==> src/hw/rtl/gpces_pkg.sv <==
// Shared constants and types for the exact-sum grid path counter.
// No dependencies.
package gpces_pkg;

    localparam int MAX_COLS = 64;
    localparam int MAX_ROWS = 64;
    localparam int MAX_SUM  = 255;
    localparam int COUNT_W  = 32;

    localparam int COL_W      = $clog2(MAX_COLS);
    localparam int ROW_W      = $clog2(MAX_ROWS);
    localparam int SUM_W      = $clog2(MAX_SUM + 1);
    localparam int LINE_AW    = COL_W + SUM_W;
    localparam int LINE_DEPTH = MAX_COLS * (2 ** SUM_W);

    localparam int COIN_W     = 8;
    localparam int VAL_W      = COIN_W - 1;
    localparam int TARGET_W   = 8;
    localparam int DIM_W      = 7;
    localparam int CFG_IDX_W  = 2;
    localparam int CFG_DATA_W = 8;
    localparam int OUT_DATA_W = 40;

    localparam int QUEUE_DEPTH = 2;

    typedef enum logic [CFG_IDX_W-1:0] {
        CFG_TARGET = 2'd0,
        CFG_ROWS   = 2'd1,
        CFG_COLS   = 2'd2
    } t_cfg_idx;

    // one classified cell handed from front to back
    typedef struct packed {
        logic             first;  // top-left cell
        logic             up;     // row above exists
        logic             left;   // column to the left exists
        logic             last;   // bottom-right cell, result follows
        logic             dead;   // blocked or coin above target
        logic [VAL_W-1:0] val;    // coin magnitude
        logic [COL_W-1:0] col;
    } t_cell_cmd;

endpackage

==> src/hw/rtl/gpces_queue.sv <==
// Short command queue between the cell classifier and the count engine.
// Depends on gpces_pkg.
module gpces_queue (
    input  logic                 i_clk,
    input  logic                 i_rst_n,
    input  logic                 i_push,
    input  gpces_pkg::t_cell_cmd i_data,
    output logic                 o_full,
    output logic                 o_valid,
    output gpces_pkg::t_cell_cmd o_data,
    input  logic                 i_pop
);

    localparam int PTR_W = $clog2(gpces_pkg::QUEUE_DEPTH);
    localparam int CNT_W = $clog2(gpces_pkg::QUEUE_DEPTH + 1);

    gpces_pkg::t_cell_cmd r_slot [gpces_pkg::QUEUE_DEPTH];
    logic [PTR_W-1:0]     r_wr_ptr;
    logic [PTR_W-1:0]     r_rd_ptr;
    logic [CNT_W-1:0]     r_count;

    function automatic logic [PTR_W-1:0] ptr_inc(input logic [PTR_W-1:0] p);
        ptr_inc = (p == PTR_W'(gpces_pkg::QUEUE_DEPTH - 1)) ? '0 : p + 1'b1;
    endfunction

    assign o_full  = (r_count == CNT_W'(gpces_pkg::QUEUE_DEPTH));
    assign o_valid = (r_count != '0);
    assign o_data  = r_slot[r_rd_ptr];

    always_ff @(posedge i_clk) begin
        if (!i_rst_n) begin
            r_wr_ptr <= '0;
            r_rd_ptr <= '0;
            r_count  <= '0;
        end else begin
            if (i_push) begin
                r_wr_ptr <= ptr_inc(r_wr_ptr);
            end
            if (i_pop) begin
                r_rd_ptr <= ptr_inc(r_rd_ptr);
            end
            if (i_push && !i_pop) begin
                r_count <= r_count + 1'b1;
            end else if (!i_push && i_pop) begin
                r_count <= r_count - 1'b1;
            end
        end
    end

    always_ff @(posedge i_clk) begin
        if (i_push) begin
            r_slot[r_wr_ptr] <= i_data;
        end
    end

endmodule

==> config.mk <==
export PLATFORM = sky130hd
export DESIGN_NAME = gpces_queue
export DESIGN_NICKNAME = d
export VERILOG_FILES = /design/src/hw/rtl/gpces_pkg.sv /design/src/hw/rtl/gpces_queue.sv
export SDC_FILE = /design/constraint.sdc
export NUM_CORES = 1
export LEC_CHECK = 0
export ABC_CLOCK_PERIOD_IN_PS = 3600
export BUFFER_PORTS_ARGS = -buffer_cell sky130_fd_sc_hd__buf_2
export CAP_MARGIN = 40
export CORE_MARGIN = 8
export CORE_UTILIZATION = 35
export CTS_CLUSTER_SIZE = 20
export DETAILED_ROUTE_END_ITERATION = 7
export PLACE_DENSITY_LB_ADDON = 0.1
export SLEW_MARGIN = 25
export SYNTH_ARGS = -nofsm -noshare
export SYNTH_HDL_FRONTEND = slang
export SYNTH_SLANG_ARGS = --single-unit
==> constraint.sdc <==
create_clock -name i_clk -period 3.6 [get_ports i_clk]
set_input_delay 0.54 -clock i_clk [delete_from_list [all_inputs] [get_ports i_clk]]
set_output_delay 0.54 -clock i_clk [all_outputs]
set_load 0.05 [all_outputs]
[Word-level counts from Yosys, hierarchy flattened]
Memories as Yosys holds them, arrays and structs flattened. A register that Yosys moved wholly into a read port is not among the register bits.
Cells that the tools add are included.
Widths: inputs -> output; s select.
Storage, ports and cells
  register bits after elaboration: 4
  bits in writable memories: 36
  input bits: 22
  output and inout bits: 20
  logic and storage cells: 23
  memories: 1
Operators by class
  $add $sub $neg: 4
  eq/ne operators: 1
  muxes and demuxes: 8
  reduce and logical (&&, ||, !) cells: 6
Memories
  r_slot: words 2, width 18, read ports 1, clocked after memory_dff 1, wr ports 1, RTL line gpces_queue.sv:17  | gpces_pkg::t_cell_cmd r_slot [gpces_pkg::QUEUE_DEPTH];
Operator list (number)
  $mux 1: 6
  $mux 2: 2
  $reduce_bool 2->1: 2
  $add 1x1->1 const B: 2
  $add 2x1->2 const B: 1
  $eq 2x2->1 const B: 1
  $logic_and 1x1->1: 2
  $logic_not 1->1: 2
  $sub 2x1->2 const B: 1

[Depth between registers and ports, before layout]
  depth in word-level cells: 4
  depth in mapped cells: 5

[Worst setup path before layout]
OpenSTA, ideal clock, no wires.
  path type: input -> register
  start: input i_push
  end: memory r_slot[0][0] in the netlist's numbering (enable)
  data arrival time: 1.421 ns
  path slack: 1.783 ns
  cell stages on the path: 1
  buffers on the path: 0
  cells stage by stage: nor2b_1
On the way
  word-level cells in the longest chain between the ends: 2
Ends and longest elaborated chain
  start: declaration: RTL line gpces_queue.sv:6  | input logic i_push,
  $mux 1: RTL line gpces_queue.sv:51  | if (i_push) begin
  $mux 1 (not written as such): RTL line gpces_queue.sv:52  | r_slot[r_wr_ptr] <= i_data;
  end: declaration: RTL line gpces_queue.sv:17
Every way passes these cells.

==> metrics <==
status=finished clean; CP Data Required Time=3.06 ns; hold buffers post-CTS=0; initial antenna violation count=0; CP endpoint kind=output port; layout cells sized above 1=55.5%; Worst-Skew Late Latency=0.29 ns; fin cells=180; Synth Cell Area=1520 µm²; flop2flop setup slack=2.23 ns; # diodes=0; post-DR vias/cell=4.52; Tmin final=2.12 ns; CTS tree=built; Antenna Nets Post-Route=0; first-pass GRT wire length=4.33 mm; static leakage=0.744 nW; Worst Hold Class=in -> reg; Max H-tree Level=2; DP Area=1800 µm²; Final Total Pwr=1.11 mW; # DRC=0; post-route setup TNS=0 ns; Horiz. Die Dim=81.9 µm; CORE AREA=4260 µm²; pin count of the biggest net entering global routing=19; Clock transition at path regs=0.08 ns; TritonCTS Buffers=5; GRT Total Usage=9.07%; max-slew violation count=0; die area=6710 µm²; Tightest Pin Transition=0.535 ns; placed insts=171; pre-CTS WS=1.54 ns; synthesis-stage register bit count=41; Top Ports=42; syn nets=101; crit path kind=reg -> out; hold slack=0.431 ns; setup violators final=0; grt ovf=0; unrepaired setup endpoints after global routing=false; Yosys warning count=0; final worst path period share=58.9%; Slew HR=64.3%; GPL Wtd Cong=0.587; CTS resizes=0; most common cell after layout, fill and taps aside=buf_2; fin util=45.2%; Critical Path Start Type=register; nets=150; clock buffer depth=2; Fin. Hold Viols=0; drt wl/cell=15.3 µm; setup ws final=1.48 ns; Synth Instances=78; register area share after synthesis=77.6%; Total Wirelength=2.76 mm; port bufs=41; synth unique cells=17; clk sinks=41; CP arrival=1.58 ns; design area=1930 µm²; number of max-cap violations=0; dpl hpwl=1.95 mm; commonest cells after routing, fill and taps aside=buf_2, edfxtp_1, mux2_2; clk_skew=0.0130 ns; starting DRC count in detailed routing=40; Worst VDD drop=275 µV; initial core utilization=35.7%; vias in the first global route=913; Root Buffer=clkbuf_8; P per Cell Area=575 nW/µm²; DR pass1 iterations=4; Die Y-Extent=81.9 µm; syn_area_per_cell=19.5 µm²; fmax=0.472 GHz; Vias=814; Post-CTS Setup Repair Bufs=0; Fill cells=396; Max FO, Critical Path=13; Rows=24; P&R area growth vs syn=26.6%
cell usage after synthesis:
| master | n | area (µm²) |
|---|---|---|
| ha_1 | 1 | 12.5 |
| dfxtp_1 | 5 | 100 |
| and2b_2 | 1 | 8.76 |
| o21ai_0 | 1 | 5.00 |
| xnor2_1 | 1 | 8.76 |
| o21a_1 | 1 | 7.51 |
| inv_1 | 1 | 3.75 |
| a21boi_1 | 1 | 7.51 |
| xor2_1 | 2 | 17.5 |
| mux2_2 | 18 | 203 |
| buf_6 | 1 | 11.3 |
| or3_1 | 1 | 6.26 |
| or2_2 | 1 | 6.26 |
| and2_1 | 4 | 25.0 |
| edfxtp_1 | 36 | 1080 |
| nor2b_1 | 2 | 12.5 |
| buf_2 | 1 | 5.00 |
layout make-up:
type	instances	area, µm²	share of cell area (%)
clock buffer	6	72.6	3.77
clock inverter	2	33.8	1.75
inverter	1	3.75	0.195
multi-input combinational	34	323	16.8
sequential	41	1180	61.3
tap	52	65.1	3.38
timing repair buffer	44	246	12.8
cell families (layout without fill, tap and decap cells):
logic type / count (synthesis) / count (layout) / synth area share [%]
XOR/XNOR: 3 / 3 / 1.73
flip-flops: 41 / 41 / 77.6
AO/OA/AOI/OAI: 3 / 3 / 1.32
multiplexers: 18 / 18 / 13.3
buffers and inverters: 3 / 53 / 1.32
AND/OR/NAND/NOR: 9 / 9 / 3.87
adder cells (fa/ha/maj): 1 / 1 / 0.822
sequential cells by signal, indices dropped and copies added (netlist names), named ones only:
signal / cells
r_slot: 36
r_rd_ptr: 1
r_wr_ptr: 1
r_count: 2
worst max-delay path: stages, from the launching register on:
cell and delay (ns):
dfxtp_1 0.52, buf_8 0.21, mux2_2 0.35, buf_2 0.21
metal layers:
layer / vias to the layer above / GRT usage, % / part of all wire (%)
met5: - / 0 / 0
met4: 0 / 5.79 / 1.4
met3: 5 / 3.94 / 9.1
met2: 24 / 14.8 / 51
met1: 396 / 9.35 / 38
li1: 389 / - / -
path summary, 6_finish.rpt:
| path | start | endpoint | depth (start not counted) |
|---|---|---|---|
| worst max-delay path | register | o_data[16] | 3 |
| worst min-delay path | i_data[1] | r_slot[1][1]$_DFFE_PP_ | 1 |
| worst max register to register | r_wr_ptr$_SDFFE_PN0P_ | r_slot[1][4]$_DFFE_PP_ | 2 |
| worst min register to register | r_count[1]$_SDFFE_PN0P_ | r_count[1]$_SDFFE_PN0P_ | 2 |
power breakdown:
part	switching [mW]	leakage (nW)	internal, mW
registers	0.0116	0.379	0.547
logic	0.132	0.312	0.0636
clock network	0.148	0.0528	0.205
total	0.292	0.744	0.815
(Power assumes the default switching activity.)
