===== config.mk =====
export PLATFORM = sky130hd
export DESIGN_NAME = gpces_front
export DESIGN_NICKNAME = d
export VERILOG_FILES = /design/src/hw/rtl/gpces_pkg.sv /design/src/hw/rtl/gpces_front.sv
export SDC_FILE = /design/constraint.sdc
export NUM_CORES = 1
export LEC_CHECK = 0
export BUFFER_PORTS_ARGS = -buffer_cell sky130_fd_sc_hd__buf_2
export CAP_MARGIN = 30
export CORE_ASPECT_RATIO = 0.7
export CORE_MARGIN = 1.5
export CORE_UTILIZATION = 48
export DETAILED_ROUTE_END_ITERATION = 8
export GPL_TIMING_DRIVEN = 1
export PLACE_DENSITY = 0.95
export RECOVER_POWER = 50
export SYNTH_ARGS = -nofsm -noshare
export SYNTH_HDL_FRONTEND = slang
export SYNTH_SLANG_ARGS = --single-unit

===== constraint.sdc =====
create_clock -name i_clk -period 2.38 [get_ports i_clk]
set_input_delay 0.238 -clock i_clk [delete_from_list [all_inputs] [get_ports i_clk]]
set_output_delay 0.238 -clock i_clk [all_outputs]
set_load 0.05 [all_outputs]

===== src/hw/rtl/gpces_pkg.sv =====
// Shared constants and types for the exact-sum grid path counter.
// No dependencies.
package gpces_pkg;

    localparam int MAX_COLS = 64;
    localparam int MAX_ROWS = 64;
    localparam int MAX_SUM  = 255;
    localparam int COUNT_W  = 32;

    localparam int COL_W      = $clog2(MAX_COLS);
    localparam int ROW_W      = $clog2(MAX_ROWS);
    localparam int SUM_W      = $clog2(MAX_SUM + 1);
    localparam int LINE_AW    = COL_W + SUM_W;
    localparam int LINE_DEPTH = MAX_COLS * (2 ** SUM_W);

    localparam int COIN_W     = 8;
    localparam int VAL_W      = COIN_W - 1;
    localparam int TARGET_W   = 8;
    localparam int DIM_W      = 7;
    localparam int CFG_IDX_W  = 2;
    localparam int CFG_DATA_W = 8;
    localparam int OUT_DATA_W = 40;

    localparam int QUEUE_DEPTH = 2;

    typedef enum logic [CFG_IDX_W-1:0] {
        CFG_TARGET = 2'd0,
        CFG_ROWS   = 2'd1,
        CFG_COLS   = 2'd2
    } t_cfg_idx;

    // one classified cell handed from front to back
    typedef struct packed {
        logic             first;  // top-left cell
        logic             up;     // row above exists
        logic             left;   // column to the left exists
        logic             last;   // bottom-right cell, result follows
        logic             dead;   // blocked or coin above target
        logic [VAL_W-1:0] val;    // coin magnitude
        logic [COL_W-1:0] col;
    } t_cell_cmd;

endpackage


===== src/hw/rtl/gpces_front.sv =====
// Front end: takes coin items, tracks the grid position, classifies each cell.
// Depends on gpces_pkg.
module gpces_front (
    input  logic                              i_clk,
    input  logic                              i_rst_n,
    input  logic                              i_restart,
    input  logic [gpces_pkg::ROW_W-1:0]       i_rows_m1,
    input  logic [gpces_pkg::COL_W-1:0]       i_cols_m1,
    input  logic [gpces_pkg::TARGET_W-1:0]    i_target,
    input  logic                              i_tvalid,
    output logic                              o_tready,
    input  logic [gpces_pkg::COIN_W-1:0]      i_tdata,
    input  logic                              i_q_full,
    output logic                              o_push,
    output gpces_pkg::t_cell_cmd              o_cmd
);

    logic [gpces_pkg::ROW_W-1:0] r_row;
    logic [gpces_pkg::COL_W-1:0] r_col;
    logic [gpces_pkg::ROW_W-1:0] n_row;
    logic [gpces_pkg::COL_W-1:0] n_col;
    logic                        row_end;

    assign o_tready = !i_q_full;
    assign o_push   = i_tvalid && !i_q_full;
    assign row_end  = (r_col == i_cols_m1);

    always_comb begin
        o_cmd.first = (r_row == '0) && (r_col == '0);
        o_cmd.up    = (r_row != '0);
        o_cmd.left  = (r_col != '0);
        o_cmd.last  = (r_row == i_rows_m1) && row_end;
        o_cmd.val   = i_tdata[gpces_pkg::VAL_W-1:0];
        // sign bit marks a blocked cell
        o_cmd.dead  = i_tdata[gpces_pkg::COIN_W-1]
                   || ({1'b0, i_tdata[gpces_pkg::VAL_W-1:0]} > i_target);
        o_cmd.col   = r_col;
    end

    always_comb begin
        n_row = r_row;
        n_col = r_col;
        if (o_cmd.last) begin
            n_row = '0;
            n_col = '0;
        end else if (row_end) begin
            n_row = r_row + 1'b1;
            n_col = '0;
        end else begin
            n_col = r_col + 1'b1;
        end
    end

    always_ff @(posedge i_clk) begin
        if (!i_rst_n || i_restart) begin
            r_row <= '0;
            r_col <= '0;
        end else if (o_push) begin
            r_row <= n_row;
            r_col <= n_col;
        end
    end

endmodule


# Word level (Yosys, flattened, before mapping)
# Cells that the tools add are included.
[classes]
n_addsub = 2
multipliers = 0
n_div = 0
n_lt_le_gt_ge = 1
n_eq_ne = 2
n_shift = 0
n_mux = 4
bitwise = 0
reduce_logical = 13
[op_table]
columns = ["operator", "count"]
rows = [
  ["6-bit 2-to-1 mux", 4],
  ["6-bit by 1-bit adder with 6-bit output (second input constant)", 2],
  ["6-bit == test", 2],
  ["6-bit zero test", 2],
  ["6-bit nonzero test", 2],
  ["7-bit by 8-bit > comparator with 1-bit output", 1],
  ["1-bit logical AND", 3],
  ["1-bit zero test", 2],
  ["1-bit logical OR", 2],
  ["2-bit AND reduction", 1],
  ["2-bit nonzero test", 1],
]
[word_totals]
register_bits = 12
latch_bits = 0
ram_bits = 0
mem_bits_ro = 0
in_bits = 33
out_inout_bits = 20
elab_cells = 24
memories = 0

# Depth between registers and ports, before layout
[logic_depth]
word_depth = 4
ltp_mapped = 7
depth_no_buf = 7

# Worst setup path before layout
# No wires, ideal clock.
[synth_path]
path_type = "input-to-output"
from = "in i_target[1] (netlist name)"
to = "out o_cmd[13] (netlist name)"
t_arrival_ns = 2.050
path_slack_ns = 0.092
stages = 7
path_buffers = 0
path_cell_list = "inv_1 -> ha_1 -> nor2b_1 -> o21ai_0 -> nand2b_1 -> a21oi_1 -> o31ai_1"
[synth_lines]
columns = ["element", "line", "rtl"]
rows = [
  ["start, declared", "gpces_front.sv:9", "input logic [gpces_pkg::TARGET_W-1:0] i_target,"],
  ["end, declared", "gpces_front.sv:15", "output gpces_pkg::t_cell_cmd o_cmd"],
]

==> metrics.txt <==
Hold-fix buffers, CTS 0; Total Routing Usage GR 0.198; WHS Endpoint r_row[1]; Arr. time, crit path 1860 ps; Synth Instances 127; die area 0.00247 mm²; Critical Path RT 2140 ps; clk_skew 0.608 ps; share of post-route cells with drive strength above 1 0.262; pin count of the biggest net entering global routing 13; Synth Area in Adders 0.132; post-synthesis cell type count 33; R2R Path End r_row[3]; DR WL/cell 12.8 µm; antenna-violating nets left 0; dpl hpwl 2090 µm; Core Area 0.00195 mm²; TritonCTS Buffers 3; Die H 42.1 µm; Slew @ Worst Pin 736 ps; outcome complete, no violations; CP Launch Type flip-flop; Starting DRT DRC Count 25; hold_sp i_restart; Sink Count 12; VDD IR max 0.000341 V; Yosys reg bits 12; Layout Nets 218; period utilization 0.883; Post-CTS Resized 0; worst reg2reg path depth 5; post-synthesis xor/xnor area fraction 0.142; area used by multi-input combinational logic 696 µm²; Lkg Pwr 0.000608 µW; fillers 176; met3 GRT Util 0.0494; Compound-Gate Fraction of Synth Area 0.114; Slew Limit Headroom 0.508; clk buf depth 2; Post CTS Setup Buffer Count 0; RSZ-0062 raised after global routing no; Mapped Area 0.00105 mm²; root buf cell clkbuf_4; Max Fanout on Critical Path 7; Area Overhead vs Synth 21.5%; port bufs 52; DRC viols 0; max frequency 0.476 GHz; number of max-cap violations 0; final core utilization 0.651; syn avg cell area 8.24 µm²; GR Util met2 0.393; first-pass GRT wire length 3860 µm; global route total overflow 0; Initial Util 0.536; Rows 13; setup slack after layout 279 ps; # H-tree levels 1; Seq/Total Area, Yosys 0.230; I/O pins 53; Pwr Total 460 µW; Setup WS pre-CTS 602 ps; final instance area 0.00127 mm²; GR met1 Demand/Resource 0.205; Yosys Warn Count 0; TritonCTS clock tree built; crit path time final 2100 ps; hold depth 4; via count 1,069; Hold Path Class primary input to flip-flop; mux contribution to synthesized area 0; sequential cell area 240 µm²; pwr dens 361 mW/mm²; ANT cells 0; simple-gate share of the synthesized area 0.278; Routability Congestion 0.804; Net Count, Synth 171; Fin. Hold Viols 0; Crit. End Element output pin; final wirelength 2490 µm; busiest grt layer met2; Die Wd 58.8 µm; clk_lat worst skew 270 ps; fin. max-slew vios 0; router iterations before antenna repair 5; DR vias/cell 5.51; FF-to-FF setup slack 620 ps; FF-to-FF Start r_col[2]; final setup vio count 0; initial antenna violation count 0; setup tns final 0 ps; Placement Cell Area 0.00127 mm²; critical path class flip-flop to output pin; vias in the first global route 1,006; clk slew on worst S/H paths 70 ps; main combinational cell family by area after synthesis simple AND/OR/NAND/NOR gates
-- metrics by stage --
| step | std cells | hold WS, ps |
|---|---|---|
| after CTS | 194 | 399 |
| final | 194 | 408 |
| after global placement | 191 | 508 |
| after detailed placement | 191 | 510 |
| after global routing | 194 | 430 |
| after floorplan | 127 | 490 |
-- layout by cell type (no fill, tap or decap), types with 4 or more instances in the layout --
cell / n
ha_1: 11
nor2_1: 13
nand4_1: 4
xor2_1: 13
xnor2_1: 4
dfxtp_1: 12
clkbuf_1: 16
nand3_1: 6
inv_1: 12
buf_2: 36
nand2_1: 8
-- how the worst max path moves through the flow --
stage / end / start / slack (ps)
after global placement: o_cmd[14] / r_row[1] / 690
after CTS: o_cmd[14] / r_row[2] / 290
after floorplan: o_cmd[13] / i_target[1] / 90
after detailed placement: o_cmd[14] / r_row[2] / 600
after global routing: o_cmd[14] / r_row[2] / 170
final: o_cmd[14] / r_row[2] / 280
-- cell usage after synthesis --
cell	n	area [µm²]
buf_2	1	5.00
nor3_1	1	5.00
nand3_4	1	17.5
nand4b_1	1	8.76
o21ai_1	1	5.00
nand3b_1	1	7.51
o31ai_1	2	15.0
nand2b_1	2	12.5
nand2_1	8	30.0
xor2_1	13	114
nor2_1	13	48.8
a21oi_1	3	15.0
clkbuf_1	2	7.51
or3_1	1	6.26
and3_1	2	12.5
o211ai_1	1	7.51
nor4_1	3	18.8
dfxtp_1	12	240
a21o_1	1	7.51
nor4_4	1	21.3
nand3_1	6	30.0
a32oi_1	3	26.3
inv_1	12	45.0
xnor2_1	4	35.0
nand4_1	4	25.0
or2_2	1	6.26
nand2b_4	1	13.8
o41ai_2	2	32.5
nor2b_1	3	18.8
ha_1	11	138
o21ai_0	2	10.0
nor3b_1	1	7.51
buf_4	7	52.6
-- final cells by class --
class,instances,share of cell area
clock buffers,3,0.0177
flip-flops and latches,12,0.189
well taps,22,0.0217
inverters,12,0.0354
multi-input cells,93,0.547
repair buffers,52,0.189
-- metal layers --
layer	part of all wire	vias to the layer above	wire (µm)
met1	0.40	501	991
met2	0.53	44	1320
met3	0.068	4	170
met4	0.0048	0	12
li1	-	520	-
met5	0	-	0
-- state kept, by name, summed over array words and instances, names as in the netlist --
name and cells:
r_row 6, r_col 6
-- power by group --
part | switching (µW) | leakage (µW) | total (µW) | internal [µW]
sequential | 1.79 | 0.0000967 | 203 | 201
clock | 62.5 | 0.0000138 | 121 | 58.5
combinational | 88.7 | 0.000498 | 135 | 46.6
total | 153 | 0.000608 | 460 | 307
-- worst max-delay path: stages, from the launching register on --
cell	delay, ps
dfxtp_1	370
xor2_1	180
nor4_1	270
nand3_1	290
nor2_1	200
buf_2	290
-- cell families (layout without fill, tap and decap cells) --
kind of cell             count (synthesis)  in the layout
AO/OA/AOI/OAI                           15             15
XOR/XNOR                                17             17
AND/OR/NAND/NOR                         50             50
flip-flops                              12             12
buffers and inverters                   22             67
adder cells (fa/ha/maj)                 11             11
Power figures use the tool's default switching activity.
